File: src/rtl/sft_pkg.sv
`timescale 1ns / 1ps

package sft_pkg;

  // Register indexes of the configuration port (byte address = 4 * index)
  localparam logic [2:0] REG_ACCEL_GAIN     = 3'd0;
  localparam logic [2:0] REG_ACCEL_DIVISOR  = 3'd1;
  localparam logic [2:0] REG_VELOCITY_GAIN  = 3'd2;
  localparam logic [2:0] REG_VELOCITY_DIV   = 3'd3;
  localparam logic [2:0] REG_STATIC_GAIN    = 3'd4;
  localparam logic [2:0] REG_TORQUE_UPPER   = 3'd5;
  localparam logic [2:0] REG_TORQUE_LOWER   = 3'd6;

  // Input operation codes
  localparam logic OP_COMPUTE = 1'b0;
  localparam logic OP_CLEAR   = 1'b1;

  localparam int unsigned DATA_W = 16;
  localparam int unsigned PROD_W = 2 * DATA_W;

  // Sequencer commands to one multiply/divide lane
  typedef struct packed {
    logic load;
    logic mul_step;
    logic div_step;
  } lane_ctrl_t;

endpackage

File: src/rtl/sft_lane.sv
`timescale 1ns / 1ps

// One scaled term: value * gain / divisor, truncated toward zero, low 16 bits.
// Shift-add multiply one multiplier bit per step, then restoring division one
// quotient bit per step, both on magnitudes; sign applied at the output.
module sft_lane (
  input  logic                            clk_i,
  input  sft_pkg::lane_ctrl_t             ctrl_i,
  input  logic [sft_pkg::DATA_W-1:0]      value_i,
  input  logic [sft_pkg::DATA_W-1:0]      gain_i,
  input  logic [sft_pkg::DATA_W-1:0]      divisor_i,
  output logic [sft_pkg::DATA_W-1:0]      quot_o
);

  localparam int unsigned W  = sft_pkg::DATA_W;
  localparam int unsigned PW = sft_pkg::PROD_W;

  logic [PW-1:0] p_q, p_d;
  logic [W-1:0]  r_q, r_d;
  logic [W-1:0]  ma_q, ma_d;
  logic [W-1:0]  dv_q, dv_d;
  logic          neg_q, neg_d;

  logic [W-1:0]  value_mag;
  logic [W-1:0]  gain_mag;
  logic [W:0]    mul_sum;
  logic [W:0]    rem_shift;
  logic          rem_ge;

  assign value_mag = value_i[W-1] ? (~value_i + 1'b1) : value_i;
  assign gain_mag  = gain_i[W-1]  ? (~gain_i + 1'b1)  : gain_i;

  assign mul_sum   = {1'b0, p_q[PW-1:W]} + (p_q[0] ? {1'b0, ma_q} : '0);
  assign rem_shift = {r_q, p_q[PW-1]};
  assign rem_ge    = (rem_shift >= {1'b0, dv_q});

  always_comb begin
    p_d   = p_q;
    r_d   = r_q;
    ma_d  = ma_q;
    dv_d  = dv_q;
    neg_d = neg_q;
    if (ctrl_i.load) begin
      p_d   = {{W{1'b0}}, gain_mag};
      r_d   = '0;
      ma_d  = value_mag;
      dv_d  = (divisor_i == '0) ? {{(W-1){1'b0}}, 1'b1} : divisor_i;
      neg_d = value_i[W-1] ^ gain_i[W-1];
    end else if (ctrl_i.mul_step) begin
      p_d = {mul_sum, p_q[W-1:1]};
    end else if (ctrl_i.div_step) begin
      r_d = rem_ge ? W'(rem_shift - {1'b0, dv_q}) : rem_shift[W-1:0];
      p_d = {p_q[PW-2:0], rem_ge};
    end
  end

  always_ff @(posedge clk_i) begin
    p_q   <= p_d;
    r_q   <= r_d;
    ma_q  <= ma_d;
    dv_q  <= dv_d;
    neg_q <= neg_d;
  end

  assign quot_o = neg_q ? (~p_q[W-1:0] + 1'b1) : p_q[W-1:0];

endmodule

File: src/rtl/speed_feedforward_torque_unit.sv
`timescale 1ns / 1ps

// Channel   Direction  Handshake              Payload
// input     in         in_valid_i/in_ready_o  op_i, speed_ref_i, torque_ref_in_i
// result    out        out_valid_o/out_ready_i torque_ref_out_o, feedforward_next_o
// config    in         psel/penable/pwrite     paddr, pwdata, prdata (pready tied high)
//
// A compute item keeps the block busy: a load step (the transfer), 16 shift-add
// multiply steps and 32 restoring divide steps in the two lanes (run side by
// side), and a finish step that waits for the output register. The result is
// registered at the finish, and the next item can transfer as the result appears.
// A clear item zeroes the stored state and gives no result.
// Reset (rst_ni low, asynchronous) zeroes the stored speed and feedforward and
// loads the register defaults. A stalled result is held in the output register;
// the next item is taken meanwhile, and its finish waits until that register frees.
module speed_feedforward_torque_unit (
  input  logic        clk_i,
  input  logic        rst_ni,
  // input channel
  input  logic        in_valid_i,
  output logic        in_ready_o,
  input  logic        op_i,
  input  logic [15:0] speed_ref_i,
  input  logic [15:0] torque_ref_in_i,
  // result channel
  output logic        out_valid_o,
  input  logic        out_ready_i,
  output logic [15:0] torque_ref_out_o,
  output logic [15:0] feedforward_next_o,
  // configuration port
  input  logic        psel,
  input  logic        penable,
  input  logic        pwrite,
  input  logic [4:0]  paddr,
  input  logic [31:0] pwdata,
  output logic [31:0] prdata,
  output logic        pready
);

  localparam int unsigned W = sft_pkg::DATA_W;

  localparam logic [1:0] ST_IDLE = 2'd0;
  localparam logic [1:0] ST_MUL  = 2'd1;
  localparam logic [1:0] ST_DIV  = 2'd2;
  localparam logic [1:0] ST_FIN  = 2'd3;

  localparam logic [4:0] MUL_LAST = 5'd15;
  localparam logic [4:0] DIV_LAST = 5'd31;

  // Configuration registers
  logic [W-1:0] accel_gain_q, accel_div_q, vel_gain_q, vel_div_q;
  logic [W-1:0] static_gain_q, upper_q, lower_q;

  // Stored state
  logic [W-1:0] prev_speed_q, prev_speed_d;
  logic [W-1:0] ff_term_q, ff_term_d;

  // Sequencer
  logic [1:0] state_q, state_d;
  logic [4:0] cnt_q, cnt_d;

  // Per-item values held across the serial steps
  logic [W-1:0] torque_hold_q, torque_hold_d;
  logic [W-1:0] ff_base_q, ff_base_d;

  // Output register
  logic         out_valid_q, out_valid_d;
  logic [W-1:0] torque_out_q, torque_out_d;
  logic [W-1:0] ff_out_q, ff_out_d;

  logic         cfg_write;
  logic [2:0]   cfg_index;
  logic         in_xfer;
  logic         out_free;

  logic [W-1:0] delta;
  logic [W-1:0] static_term;
  logic signed [W:0] combined;
  logic signed [W:0] upper_ext;
  logic signed [W:0] lower_ext;
  logic [W-1:0] clamped;
  logic [W-1:0] discharge;
  logic [W-1:0] quot_accel, quot_vel;
  logic [W-1:0] ff_next;

  sft_pkg::lane_ctrl_t lane_ctrl;

  // ---------------------------------------------------------------------------
  // Configuration port: writes in the access phase, reads return the register
  // ---------------------------------------------------------------------------
  assign pready    = 1'b1;
  assign cfg_index = paddr[4:2];
  assign cfg_write = psel && penable && pwrite && pready;

  always_ff @(posedge clk_i or negedge rst_ni) begin
    if (!rst_ni) begin
      accel_gain_q  <= '0;
      accel_div_q   <= 16'd1;
      vel_gain_q    <= '0;
      vel_div_q     <= 16'd1;
      static_gain_q <= '0;
      upper_q       <= 16'h7FFF;
      lower_q       <= 16'h8000;
    end else if (cfg_write) begin
      case (cfg_index)
        sft_pkg::REG_ACCEL_GAIN:    accel_gain_q  <= pwdata[W-1:0];
        sft_pkg::REG_ACCEL_DIVISOR: accel_div_q   <= pwdata[W-1:0];
        sft_pkg::REG_VELOCITY_GAIN: vel_gain_q    <= pwdata[W-1:0];
        sft_pkg::REG_VELOCITY_DIV:  vel_div_q     <= pwdata[W-1:0];
        sft_pkg::REG_STATIC_GAIN:   static_gain_q <= pwdata[W-1:0];
        sft_pkg::REG_TORQUE_UPPER:  upper_q       <= pwdata[W-1:0];
        sft_pkg::REG_TORQUE_LOWER:  lower_q       <= pwdata[W-1:0];
        default: ;
      endcase
    end
  end

  always_comb begin
    case (cfg_index)
      sft_pkg::REG_ACCEL_GAIN:    prdata = {16'd0, accel_gain_q};
      sft_pkg::REG_ACCEL_DIVISOR: prdata = {16'd0, accel_div_q};
      sft_pkg::REG_VELOCITY_GAIN: prdata = {16'd0, vel_gain_q};
      sft_pkg::REG_VELOCITY_DIV:  prdata = {16'd0, vel_div_q};
      sft_pkg::REG_STATIC_GAIN:   prdata = {16'd0, static_gain_q};
      sft_pkg::REG_TORQUE_UPPER:  prdata = {16'd0, upper_q};
      sft_pkg::REG_TORQUE_LOWER:  prdata = {16'd0, lower_q};
      default:                    prdata = '0;
    endcase
  end

  // ---------------------------------------------------------------------------
  // Load-cycle arithmetic: speed change, static term, clamp and discharge.
  // All of it depends only on the incoming item, the stored speed and feedforward, and the registers.
  // ---------------------------------------------------------------------------
  assign in_ready_o = (state_q == ST_IDLE);
  assign in_xfer    = in_valid_i && in_ready_o;
  assign out_free   = !out_valid_q || out_ready_i;

  assign delta = speed_ref_i - prev_speed_q;

  always_comb begin
    if (speed_ref_i == '0) begin
      static_term = '0;
    end else if (speed_ref_i[W-1]) begin
      static_term = ~static_gain_q + 1'b1;
    end else begin
      static_term = static_gain_q;
    end
  end

  assign combined  = $signed({torque_ref_in_i[W-1], torque_ref_in_i})
                   + $signed({ff_term_q[W-1], ff_term_q});
  assign upper_ext = $signed({upper_q[W-1], upper_q});
  assign lower_ext = $signed({lower_q[W-1], lower_q});

  // Upper test first: with crossed limits, values above the upper one take it, all others the lower one
  always_comb begin
    if (combined > upper_ext) begin
      clamped   = upper_q;
      discharge = W'(upper_ext - combined);
    end else if (combined < lower_ext) begin
      clamped   = lower_q;
      discharge = W'(lower_ext - combined);
    end else begin
      clamped   = combined[W-1:0];
      discharge = '0;
    end
  end

  // ---------------------------------------------------------------------------
  // Sequencer: load, multiply steps, divide steps, finish
  // ---------------------------------------------------------------------------
  always_comb begin
    state_d       = state_q;
    cnt_d         = cnt_q;
    prev_speed_d  = prev_speed_q;
    ff_term_d     = ff_term_q;
    torque_hold_d = torque_hold_q;
    ff_base_d     = ff_base_q;
    lane_ctrl     = '0;
    case (state_q)
      ST_IDLE: begin
        if (in_xfer) begin
          if (op_i == sft_pkg::OP_CLEAR) begin
            prev_speed_d = '0;
            ff_term_d    = '0;
          end else begin
            lane_ctrl.load = 1'b1;
            prev_speed_d   = speed_ref_i;
            torque_hold_d  = clamped;
            ff_base_d      = static_term + discharge;
            cnt_d          = '0;
            state_d        = ST_MUL;
          end
        end
      end
      ST_MUL: begin
        lane_ctrl.mul_step = 1'b1;
        if (cnt_q == MUL_LAST) begin
          cnt_d   = '0;
          state_d = ST_DIV;
        end else begin
          cnt_d = cnt_q + 1'b1;
        end
      end
      ST_DIV: begin
        lane_ctrl.div_step = 1'b1;
        if (cnt_q == DIV_LAST) begin
          cnt_d   = '0;
          state_d = ST_FIN;
        end else begin
          cnt_d = cnt_q + 1'b1;
        end
      end
      ST_FIN: begin
        // hold here until the output register can take the result
        if (out_free) begin
          ff_term_d = ff_next;
          state_d   = ST_IDLE;
        end
      end
      default: begin
        state_d = ST_IDLE;
      end
    endcase
  end

  always_ff @(posedge clk_i or negedge rst_ni) begin
    if (!rst_ni) begin
      state_q      <= ST_IDLE;
      cnt_q        <= '0;
      prev_speed_q <= '0;
      ff_term_q    <= '0;
    end else begin
      state_q      <= state_d;
      cnt_q        <= cnt_d;
      prev_speed_q <= prev_speed_d;
      ff_term_q    <= ff_term_d;
    end
  end

  always_ff @(posedge clk_i) begin
    torque_hold_q <= torque_hold_d;
    ff_base_q     <= ff_base_d;
  end

  // ---------------------------------------------------------------------------
  // Scaled terms: acceleration on the speed change, velocity on the speed
  // ---------------------------------------------------------------------------
  sft_lane u_lane_accel (
    .clk_i     (clk_i),
    .ctrl_i    (lane_ctrl),
    .value_i   (delta),
    .gain_i    (accel_gain_q),
    .divisor_i (accel_div_q),
    .quot_o    (quot_accel)
  );

  sft_lane u_lane_vel (
    .clk_i     (clk_i),
    .ctrl_i    (lane_ctrl),
    .value_i   (speed_ref_i),
    .gain_i    (vel_gain_q),
    .divisor_i (vel_div_q),
    .quot_o    (quot_vel)
  );

  // Sum wraps to 16 bits
  assign ff_next = quot_accel + quot_vel + ff_base_q;

  // ---------------------------------------------------------------------------
  // Output register: drop on transfer, load on finish
  // ---------------------------------------------------------------------------
  always_comb begin
    out_valid_d  = out_valid_q && !out_ready_i;
    torque_out_d = torque_out_q;
    ff_out_d     = ff_out_q;
    if ((state_q == ST_FIN) && out_free) begin
      out_valid_d  = 1'b1;
      torque_out_d = torque_hold_q;
      ff_out_d     = ff_next;
    end
  end

  always_ff @(posedge clk_i or negedge rst_ni) begin
    if (!rst_ni) begin
      out_valid_q <= 1'b0;
    end else begin
      out_valid_q <= out_valid_d;
    end
  end

  always_ff @(posedge clk_i) begin
    torque_out_q <= torque_out_d;
    ff_out_q     <= ff_out_d;
  end

  assign out_valid_o        = out_valid_q;
  assign torque_ref_out_o   = torque_out_q;
  assign feedforward_next_o = ff_out_q;

  // ---------------------------------------------------------------------------
  // Assertions
  // ---------------------------------------------------------------------------
  a_clear_zeroes_state: assert property (@(posedge clk_i) disable iff (!rst_ni)
    (in_valid_i && in_ready_o && (op_i == sft_pkg::OP_CLEAR))
      |=> (ff_term_q == '0) && (prev_speed_q == '0))
    else $error("clear transfer did not zero the stored state");

  a_compute_busy: assert property (@(posedge clk_i) disable iff (!rst_ni)
    (in_valid_i && in_ready_o && (op_i == sft_pkg::OP_COMPUTE)) |=> !in_ready_o)
    else $error("input taken again right after a compute transfer");

  a_state_matches_result: assert property (@(posedge clk_i) disable iff (!rst_ni)
    ((state_q == ST_FIN) && out_free) |=> (ff_term_q == feedforward_next_o) && out_valid_o)
    else $error("stored feedforward differs from the reported one");

  a_result_from_finish: assert property (@(posedge clk_i) disable iff (!rst_ni)
    $rose(out_valid_o) |-> ($past(state_q) == ST_FIN))
    else $error("result raised outside the finish step");

endmodule

File: config.mk
export PLATFORM = sky130hd
export DESIGN_NAME = speed_feedforward_torque_unit
export DESIGN_NICKNAME = d
export VERILOG_FILES = /design/src/rtl/sft_pkg.sv /design/src/rtl/sft_lane.sv /design/src/rtl/speed_feedforward_torque_unit.sv
export SDC_FILE = /design/constraint.sdc
export NUM_CORES = 1
export LEC_CHECK = 0
export BUFFER_PORTS_ARGS = -buffer_cell sky130_fd_sc_hd__buf_2
export CORE_UTILIZATION = 40
export CTS_CLUSTER_DIAMETER = 60
export CTS_CLUSTER_SIZE = 14
export DETAILED_ROUTE_END_ITERATION = 7
export HOLD_SLACK_MARGIN = 0.03
export PLACE_DENSITY = 0.6
export SYNTH_ARGS = -nofsm -noshare
export SYNTH_HDL_FRONTEND = slang
export SYNTH_SLANG_ARGS = --single-unit
File: constraint.sdc
create_clock -name clk_i -period 7.7 [get_ports clk_i]
set_clock_uncertainty 0.1 [all_clocks]
set_input_delay 1.54 -clock clk_i [delete_from_list [all_inputs] [get_ports clk_i]]
set_output_delay 1.54 -clock clk_i [all_outputs]
set_load 0.02 [all_outputs]
# Yosys cells after proc, flatten, opt, wreduce, memory -nomap -nowiden
# Index checks and enable logic that the tools add are counted.
[word_totals]
regBits = 378
out_inout_bits = 67
in_bits = 77
word_cells = 156
[classes]
n_lt_le_gt_ge = 4
n_eq_ne = 17
n_reduce_logical = 30
bitwise = 11
addsub = 19
mux = 45
[ops]
columns = ["cell", "n"]
rows = [
  ["$mux 16", 20],
  ["$mux 32", 4],
  ["$add 16x1->16 const B", 7],
  ["$not 16->16", 7],
  ["$pmux 16 s7", 1],
  ["$sub 16x16->16", 5],
  ["$add 16x16->16", 3],
  ["$logic_not 16->1", 3],
  ["$add 16x17->17", 2],
  ["$ge 17x16->1", 2],
  ["$pmux 16 s2", 1],
  ["$mux 15", 2],
  ["$mux 5", 4],
  ["$reduce_and 2->1", 9],
  ["$add 16x16->17", 1],
  ["$gt 17x16->1", 1],
  ["$lt 17x16->1", 1],
  ["$pmux 5 s3", 1],
  ["$mux 2", 5],
  ["$eq 3x3->1 const B", 3],
  ["$ne 2x2->1 const B", 4],
  ["$pmux 2 s4", 1],
  ["$eq 3x2->1 const B", 2],
  ["$mux 1", 6],
  ["other kinds (19)", 31],
]

# Depth between registers and ports, before layout
# Gate-level depths: netlist of the first run.
[logic_depth]
depth_word = 7
mapped_depth = 32
mapped_depth_nobuf = 31

# Hierarchy
# A second synthesis of the first run with hierarchy kept.
[unflattened]
cells_unflattened = 2813
area_unflattened_um2 = 26563.0
[by_module_without_submodules]
columns = ["module", "n_inst", "cells_per_inst", "area_each_um2"]
rows = [
  ["speed_feedforward_torque_unit", 1, 1480, 14659.1],
  ["sft_lane (u_lane_accel)", 1, 666, 5952.0],
  ["sft_lane (u_lane_vel)", 1, 667, 5952.0],
]

# Worst setup path before layout of the first run
# OpenSTA, ideal clock, no wires.
[synth_path]
kind = "input -> register"
from = "in torque_ref_in_i[0]"
to = "reg ff_base_q[14], data pin"
setup_ns = 0.266
stages = 30
t_arrival_ns = 7.503
slack_ns = -0.169
required_time_ns = 7.334
path_cell_list = "ha_1 -> inv_1 -> fa_1 -> nor2b_1 -> o21ai_0 -> a21boi_0 -> o21ai_0 -> a21oi_1 -> o211a_1 -> o311ai_0 -> ha_1 -> and4_1 -> and4_1 -> nand2_1 -> nand2_1 -> o22ai_1 -> clkbuf_1 -> clkbuf_1 -> a21oi_1 -> ha_1 -> fa_1 -> a21o_1 -> a21oi_1 -> o21ai_0 -> a21oi_1 -> o21bai_1 -> a211o_1 -> a2111oi_0 -> nor3_1 -> xor2_1"
[synth_between]
elab_chain_cells = 5
[synth_rtl]
columns = ["element", "line", "source"]
rows = [
  ["start: declaration", "speed_feedforward_torque_unit.sv:24", "input logic [15:0] torque_ref_in_i,"],
  ["$add 16x16->17 (*)", "speed_feedforward_torque_unit.sv:152", "+ $signed({ff_term_q[W-1], ff_term_q});"],
  ["$sub 16x16->16 / $lt 17x16->1 (equally long branches)", "speed_feedforward_torque_unit.sv:163, speed_feedforward_torque_unit.sv:161", ""],
  ["$mux 16", "speed_feedforward_torque_unit.sv:161", "end else if (combined < lower_ext) begin"],
  ["$mux 16 (*)", "speed_feedforward_torque_unit.sv:158", "if (combined > upper_ext) begin"],
  ["$add 16x16->16 (*)", "speed_feedforward_torque_unit.sv:191", "ff_base_d = static_term + discharge;"],
  ["end signal: assignment", "speed_feedforward_torque_unit.sv:244", "ff_base_q <= ff_base_d;"],
  ["end: declaration", "speed_feedforward_torque_unit.sv:64", "logic [W-1:0] ff_base_q, ff_base_d;"],
]
# Mark *: on every way between the ends. The rest lies on a longest branch, timed or not.
# A chain may end at the register's enable or synchronous reset.

# Final worst setup path of the first run
# Ends and elaborated chain as after synthesis.

==> metrics.txt, run 1 <==
Largest regs=u_lane_accel.p_q x32, u_lane_vel.p_q x32; global route total overflow=0; initial antenna violation count=3; WS Path Type=input port to register; CP Capture Type=register; Power per Cell Area=514.7 mW/mm^2; Reg power frac=25.1%; Total GRT Usage=22.74%; critical-path maximum fanout=4; worst hold start=torque_hold_q[10]$_DFFE_PP_; hold_buf cts=0; minimum clock period=7.372 ns; setup slack, reg-to-reg=0.92 ns; clock-pin slew on the worst setup and hold paths=0.06 ns; Post-synth top flop=edfxtp_1; crit path DAT=7.62 ns; Gate power share=60.6%; synthesis-stage register bit count=378; commonest cells in the netlist=256 x o21ai_0, 239 x nand2_1, 211 x inv_1; maximum vdd drop=0.3378 mV; Synth Cell Area=0.02630 sq mm; clock sink count=378; total of max-cap violations=0; vias in the first global route=20822; DR WL/cell=20.06 microns; post-synthesis sequential area ratio=37.92%; outcome=finished clean; async set or reset register ratio after synthesis=40.21%; I/O pins=144; share of the synthesized area in the top cell type=18.50%; initial DRC count=1666; Die ar.=0.06677 sq mm; LEAKAGE=12.99 nW; Area Growth Syn to Fin=13.04%; Cell Rows=93; clock share of power=14.2%; CTS Buf Count=45; CP Launch Type=input port; placed inst area=0.02818 sq mm; CP max-delay cell=o311ai_1; chip height=258.4 microns; Synth cell types=86; Post-synth EDFFs=162; hpwl dp=58520 microns; Int Power=8.333 mW; TritonCTS clock tree=yes; Syn. warnings=0; final instance area=0.02972 sq mm; layout net count=3242; Die W=258.4 microns; Final setup violation count=0; CTS Buffer Depth=3; buffers added on ports=108; cell mode on critical path=ha_1; layout cells sized above 1=15.03%; Fill cells=6199; Worst path max stage delay=0.46 ns; core area=0.06470 sq mm; Clk Latency, worst-skew pair=0.60 ns; cell taking the most area after synthesis=edfxtp_1; Mapped Cells=2813; Placer Congestion=0.9272; H-tree depth=2; Slew @ Worst Pin=1.067 ns; most common cell in the netlist=o21ai_0; drt first pass iters=6; largest net degree at the start of global routing=78; Tcrit/Tclk final=95.74%; Inst Count DP=3744; vias after detailed routing=21387; CP required=7.95 ns; final hold vios=0; root buffer cell=clkbuf_16; drt drc=0; sw frac=45.53%; NetSw=6.967 mW; CP startpoint=torque_ref_in_i[0]; first-pass GRT wire length=118800 microns; Post-Layout Cell Count=3830; ANT nets after route=0; Initial Util=40.64%; syn_area_per_cell=9.348 sq um; Reg2Reg Launch Point=ff_term_q[0]$_DFFE_PN0P_; Vias/cell=5.584; Hold Path Class=register to register; fin. max-slew vios=0; final WL=76830 microns; Area contributors post-synth=edfxtp_1 19%, dfrtp_1 13%, ha_1 9.7%; Peak Freq=135.6 MHz; Slew HR=28.70%
## stage by stage
step / hold WS, ns / TNS (ns) / total power [mW] / utilization (%) / worst slack (ns)
floorplan: 0.3003 / 0 / 10.25 / - / 0.0002780
global placement: 0.3085 / -0.9454 / 12.85 / 43.55 / -0.5348
detailed placement: 0.3061 / -0.9673 / 13.04 / 43.55 / -0.4767
CTS: 0.3211 / 0 / 15.32 / 45.89 / 0.1279
global route: 0.3358 / -0.05588 / 16.51 / 45.94 / -0.05588
finish: 0.3190 / 0 / 15.30 / 45.94 / 0.3279
## layer usage
| metal | share of wire, % | wire, microns | GRT usage (%) | vias to the layer above |
|---|---|---|---|---|
| li1 | - | - | - | 10235 |
| met1 | 46 | 35510 | 31.58 | 10534 |
| met2 | 46 | 35380 | 36.80 | 526 |
| met3 | 5.4 | 4166 | 3.453 | 92 |
| met4 | 2.3 | 1769 | 6.082 | 0 |
| met5 | 0 | 0 | 0 | - |
## cell usage in the layout, fill, tap and decap left out, drive strengths merged, types with 16 or more instances in the layout
cell type | Yosys | layout
a21oi | 178 | 178
dfxtp | 64 | 64
nor3 | 55 | 55
conb | 2 | 17
buf | 29 | 212
fa | 25 | 25
mux2i | 80 | 80
o21ai | 257 | 257
and2 | 37 | 37
nor4 | 16 | 16
clkbuf | 121 | 56
nand2b | 45 | 45
xnor2 | 127 | 127
nand2 | 240 | 240
nor2b | 33 | 33
mux2 | 88 | 88
a21o | 45 | 45
dfstp | 18 | 18
nand3 | 35 | 35
or3 | 29 | 29
a211oi | 32 | 32
dfrtp | 134 | 134
nor2 | 171 | 171
a31oi | 26 | 26
and3 | 16 | 16
xor2 | 75 | 75
o31ai | 32 | 32
inv | 211 | 223
edfxtp | 162 | 162
ha | 203 | 203
## what timing repair did
item / 4_1_cts / 5_1_grt
setup buffers: 0 / 1
resized for setup: 0 / 7
setup endpoints to repair: 0 / 5
## area by class of cell
type / count / area [sq um] / share of cell area, %
clock buffers: 56 / 1241 / 4.176
multi-input cells: 2089 / 15050 / 50.62
diodes: 1 / 2.502 / 0.008419
clock inverters: 28 / 271.5 / 0.9134
well taps: 855 / 1070 / 3.599
inverters: 211 / 794.5 / 2.673
repair buffers: 212 / 1328 / 4.466
flip-flops and latches: 378 / 9972 / 33.55
## logic make-up (layout without fill, tap and decap cells)
logic type	after synthesis	after routing	share of synthesized area (%)
and+or+nand+nor	741	741	13.72
AOI/OAI and AO/OA	723	723	16.93
DFF	378	378	37.92
buffers and inverters	361	507	5.410
adders and majority gates	228	228	11.56
xor gates and xnor gates	202	202	6.757
muxes	178	178	7.670
other	2	18	0.02856
## critical path, delay by kind of cell
family	cells	cell delay (ns)
AO/OA/AOI/OAI	18	3.90
adder cells (fa/ha/maj)	5	1.37
buffers and inverters	3	0.35
AND/OR/NAND/NOR	3	0.29
XOR/XNOR	1	0.16
## final timing paths
path,depth (start not counted),endpoint
max,30,ff_base_q[14]$_DFFE_PP_
min,0,torque_ref_out_o[10]$_DFFE_PP_
max reg2reg,30,ff_base_q[14]$_DFFE_PP_
min reg2reg,0,torque_ref_out_o[10]$_DFFE_PP_
max in group asynchronous,2,state_q[1]$_DFFE_PN0P_
min in group asynchronous,1,lower_q[11]$_DFFE_PN0P_
## power by group through the flow
| stage | Clock [mW] | Sequential (mW) | Combinational, mW |
|---|---|---|---|
| CTS | 2.23 | 3.84 | 9.25 |
| global route | 2.30 | 3.92 | 10.3 |
| floorplan | 0 | 3.67 | 6.58 |
| detailed placement | 0 | 3.87 | 9.17 |
| global placement | 0 | 3.85 | 9.00 |
| finish | 2.18 | 3.85 | 9.28 |
(Power assumes the default switching activity.)
==> run 2, diff against run 1 <==
--- a/config.mk
+++ b/config.mk
@@ -12,6 +12,8 @@
 export DETAILED_ROUTE_END_ITERATION = 7
 export HOLD_SLACK_MARGIN = 0.03
 export PLACE_DENSITY = 0.6
+export SETUP_SLACK_MARGIN = 0.5
 export SYNTH_ARGS = -nofsm -noshare
 export SYNTH_HDL_FRONTEND = slang
+export SYNTH_HIERARCHICAL = 1
 export SYNTH_SLANG_ARGS = --single-unit
==> constraint.sdc (replaced) <==
create_clock -name clk_i -period 9.55 [get_ports clk_i]
set_clock_uncertainty 0.1 [all_clocks]
set_input_delay 1.91 -clock clk_i [delete_from_list [all_inputs] [get_ports clk_i]]
set_output_delay 1.91 -clock clk_i [all_outputs]
set_load 0.02 [all_outputs]
==> run 2 against run 1 <==
Flip-flop and latch count stayed put. Register-to-register slack gained 1.1 ns. Non-clock buffer count is 85 lower. Routed wire length decreased by 4.3%. Utilization fell by 1.3 points. Sequential share of layout area is 0.43 points higher. Sequential power shrank 20%. Worst hold slack got worse by 0.0040 ns. Synthesized cell count did not move. Die area increased by 1.0%. Critical path type unchanged. Highest routed layer unchanged.
==> metrics.txt, run 2 <==
global route total overflow=0 (unchanged); Tcrit/Tclk final=89.54%; hpwl dp=55220 microns (-5.6%); final hold vios=0 (unchanged); I/O pins=144 (unchanged); final WL=73520 microns (-4.3%); first-pass GRT wire length=114400 microns (-3.7%); Placer Congestion=0.9168 (-1.1%); fin. max-slew vios=0 (unchanged); Power per Cell Area=419.7 mW/mm^2 (-18%); commonest cells in the netlist=251 x nand2_1, 216 x o21ai_0, 203 x ha_1; total of max-cap violations=0 (unchanged); unrepaired setup endpoints after global routing=false; buffers added on ports=108 (unchanged); DR WL/cell=19.64 microns (-2.1%); Power, Total=12.32 mW (-19%); chip height=259.7 microns (+0.50%); Final setup violation count=0 (unchanged); Post-synth EDFFs=162 (unchanged); WS Path Type=input port to register; vias after detailed routing=20981 (-1.9%); Clk Latency, worst-skew pair=0.61 ns (about the same); postcts setup bufs=0 (unchanged); outcome=finished clean; Vias/cell=5.604 (+0.36%); minimum clock period=8.551 ns; Total GRT Usage=21.69% (-1.1 points); Final WS setup=0.9994 ns (+0.6715 ns); Hold Path Depth=0 (unchanged); vias in the first global route=20435 (-1.9%); layout cells sized above 1=12.19% (-2.8 points); Peak Freq=117.0 MHz; most common cell in the netlist=nand2_1; Hold Path Class=register to register; TritonCTS clock tree=yes; Largest regs=u_lane_accel/p_q x32, u_lane_vel/p_q x32; Resized cells post-CTS=0 (unchanged); crit path DAT=8.79 ns (+1.17 ns); H-tree depth=2 (unchanged); Syn. warnings=6 (+6); maximum vdd drop=0.2178 mV (-36%); Synth cell types=80 (-7.0%); Setup WS pre-CTS=0.5667 ns (+1.043 ns); Fill cells=6257 (+0.94%); Die ar.=0.06744 sq mm (+1.0%); post-synthesis sequential area ratio=37.54% (-0.38 points); root buffer cell=clkbuf_16; hold_buf cts=0 (unchanged); CTS Buffer Depth=3 (unchanged); syn_area_per_cell=9.443 sq um (+1.0%); Slew @ Worst Pin=1.041 ns (-0.02601 ns); Initial Util=40.40% (-0.24 points); CP Capture Type=register; critical-path maximum fanout=5 (+1); ANT nets after route=0 (unchanged); Cell Rows=94 (+1.1%); synthesis-stage register bit count=378 (unchanged); multi-input logic area=0.01544 sq mm (+2.6%); Post-synth top flop=edfxtp_1; share of the synthesized area in the top cell type=18.31% (-0.19 points); drt first pass iters=5 (-1); Slew HR=30.58% (+1.9 points); layout net count=3150 (-2.8%); cell taking the most area after synthesis=edfxtp_1; clock-pin slew on the worst setup and hold paths=0.07 ns (about the same); most common cell after layout, fill and taps aside=nand2_1; largest net degree at the start of global routing=201 (+160%); clock sink count=378 (unchanged); TNS Setup=0 ns (unchanged); most frequent cells in the layout=251 x nand2_1, 216 x o21ai_0, 201 x ha_1, 191 x nor2_1, 162 x edfxtp_1; drt drc=0 (unchanged); async set or reset register ratio after synthesis=40.21% (unchanged); initial DRC count=1483 (-11%); CP Launch Type=input port; CP required=9.79 ns (+1.84 ns); number of diodes=0 (-1); R2R depth=27 (-10%); Mapped Cells=2813 (unchanged); LEAKAGE=12.25 nW (-5.7%); core area=0.06575 sq mm (+1.6%); Synth Cell Area=0.02656 sq mm (+1.0%); Sequential Area=0.009972 sq mm (unchanged); Area Growth Syn to Fin=10.49%; Area contributors post-synth=edfxtp_1 18%, dfrtp_1 13%, ha_1 9.6%; initial antenna violation count=0 (-3); Die W=259.7 microns (+0.50%); CTS Buf Count=44 (-2.2%)
run 2: cell types whose count changed in the layout (fill, tap and decap cells not counted), sizes merged, moves of 10 or more:
cell / change
a211oi: +46
a21oi: -28
buf: -85
inv: -55
mux2i: -10
nand2: +11
nor2: +23
nor2b: +22
o21a: +12
o21ai: -34
xnor2: +30
run 2: critical path, stage by stage:
cell and delay [ns]:
buf_2 0.11, ha_1 0.21, fa_1 0.41, a21oi_1 0.17, o21bai_1 0.11, a21oi_1 0.20
o21ai_0 0.16, a2111oi_2 0.45, nor3_1 0.16, mux2i_1 0.14, or2_2 0.35, ha_1 0.38
nand4_1 0.18, nor3_1 0.30, nand2_1 0.12, a21oi_1 0.29, a31oi_4 0.10, o31ai_1 0.43
ha_1 0.31, a21o_1 0.16, a21oi_1 0.24, o21bai_1 0.14, o311ai_0 0.37, nand3_1 0.21
o41ai_1 0.64, mux2i_1 0.27, nand4_1 0.12, xnor2_1 0.14
run 2: routing by layer:
layer | vias up | track usage, % | wire (microns)
met3 | 112 | 3.002 | 3702
met4 | 0 | 7.288 | 2101
met1 | 10237 | 29.45 | 33740
met2 | 493 | 35.37 | 33980
met5 | - | 0 | 0
li1 | 10139 | - | -
run 2: logic make-up (layout without fill, tap and decap cells):
kind of cell,count (synthesis),in the layout,synth area share [%]
muxes,166,166,7.174
and+or+nand+nor,790,790,14.35
adders and majority gates,228,228,11.45
AOI/OAI and AO/OA,713,713,17.30
xor gates and xnor gates,224,224,7.386
other,2,17,0.02827
buffers and inverters,312,364,4.781
DFF,378,378,37.54
run 2: where the power goes:
part           switching [mW]  internal [mW]  total (mW)
sequential              0.529           2.57        3.09
combinational            4.39           3.02        7.41
clock                   0.782           1.03        1.82
run 2: path summary, 6_finish.rpt:
path                                             from                             to  slack, ns
max                                torque_ref_in_i[0]        ff_base_q[15]$_DFFE_PP_        1.0
min                        torque_hold_q[2]$_DFFE_PP_  torque_ref_out_o[2]$_DFFE_PP_       0.31
max reg2reg                  ff_term_q[0]$_DFFE_PN0P_        ff_base_q[15]$_DFFE_PP_       2.03
min reg2reg                torque_hold_q[2]$_DFFE_PP_  torque_ref_out_o[2]$_DFFE_PP_       0.31
max in group asynchronous                      rst_ni         lower_q[3]$_DFFE_PN0P_       6.47
min in group asynchronous                      rst_ni   prev_speed_q[13]$_DFFE_PN0P_       1.31
run 2: final cells by class:
cell class / count / share of cell area, %
Inverter: 156 / 1.995
Tap cell: 864 / 3.683
Clock buffer: 55 / 4.071
Timing Repair Buffer: 127 / 2.392
Clock inverter: 26 / 1.275
Sequential cell: 378 / 33.98
Multi-Input combinational cell: 2138 / 52.61
run 2: metrics by stage:
| stage | cells | hold slack, ns | instance area [sq um] | utilization (%) |
|---|---|---|---|---|
| floorplan | 2828 | 0.3003 | 26620 | - |
| global placement | 3663 | 0.3027 | 27780 | 42.26 |
| detailed placement | 3663 | 0.3062 | 27780 | 42.26 |
| CTS | 3744 | 0.3164 | 29350 | 44.64 |
| global route | 3744 | 0.3209 | 29350 | 44.64 |
| finish | 3744 | 0.3150 | 29350 | 44.64 |
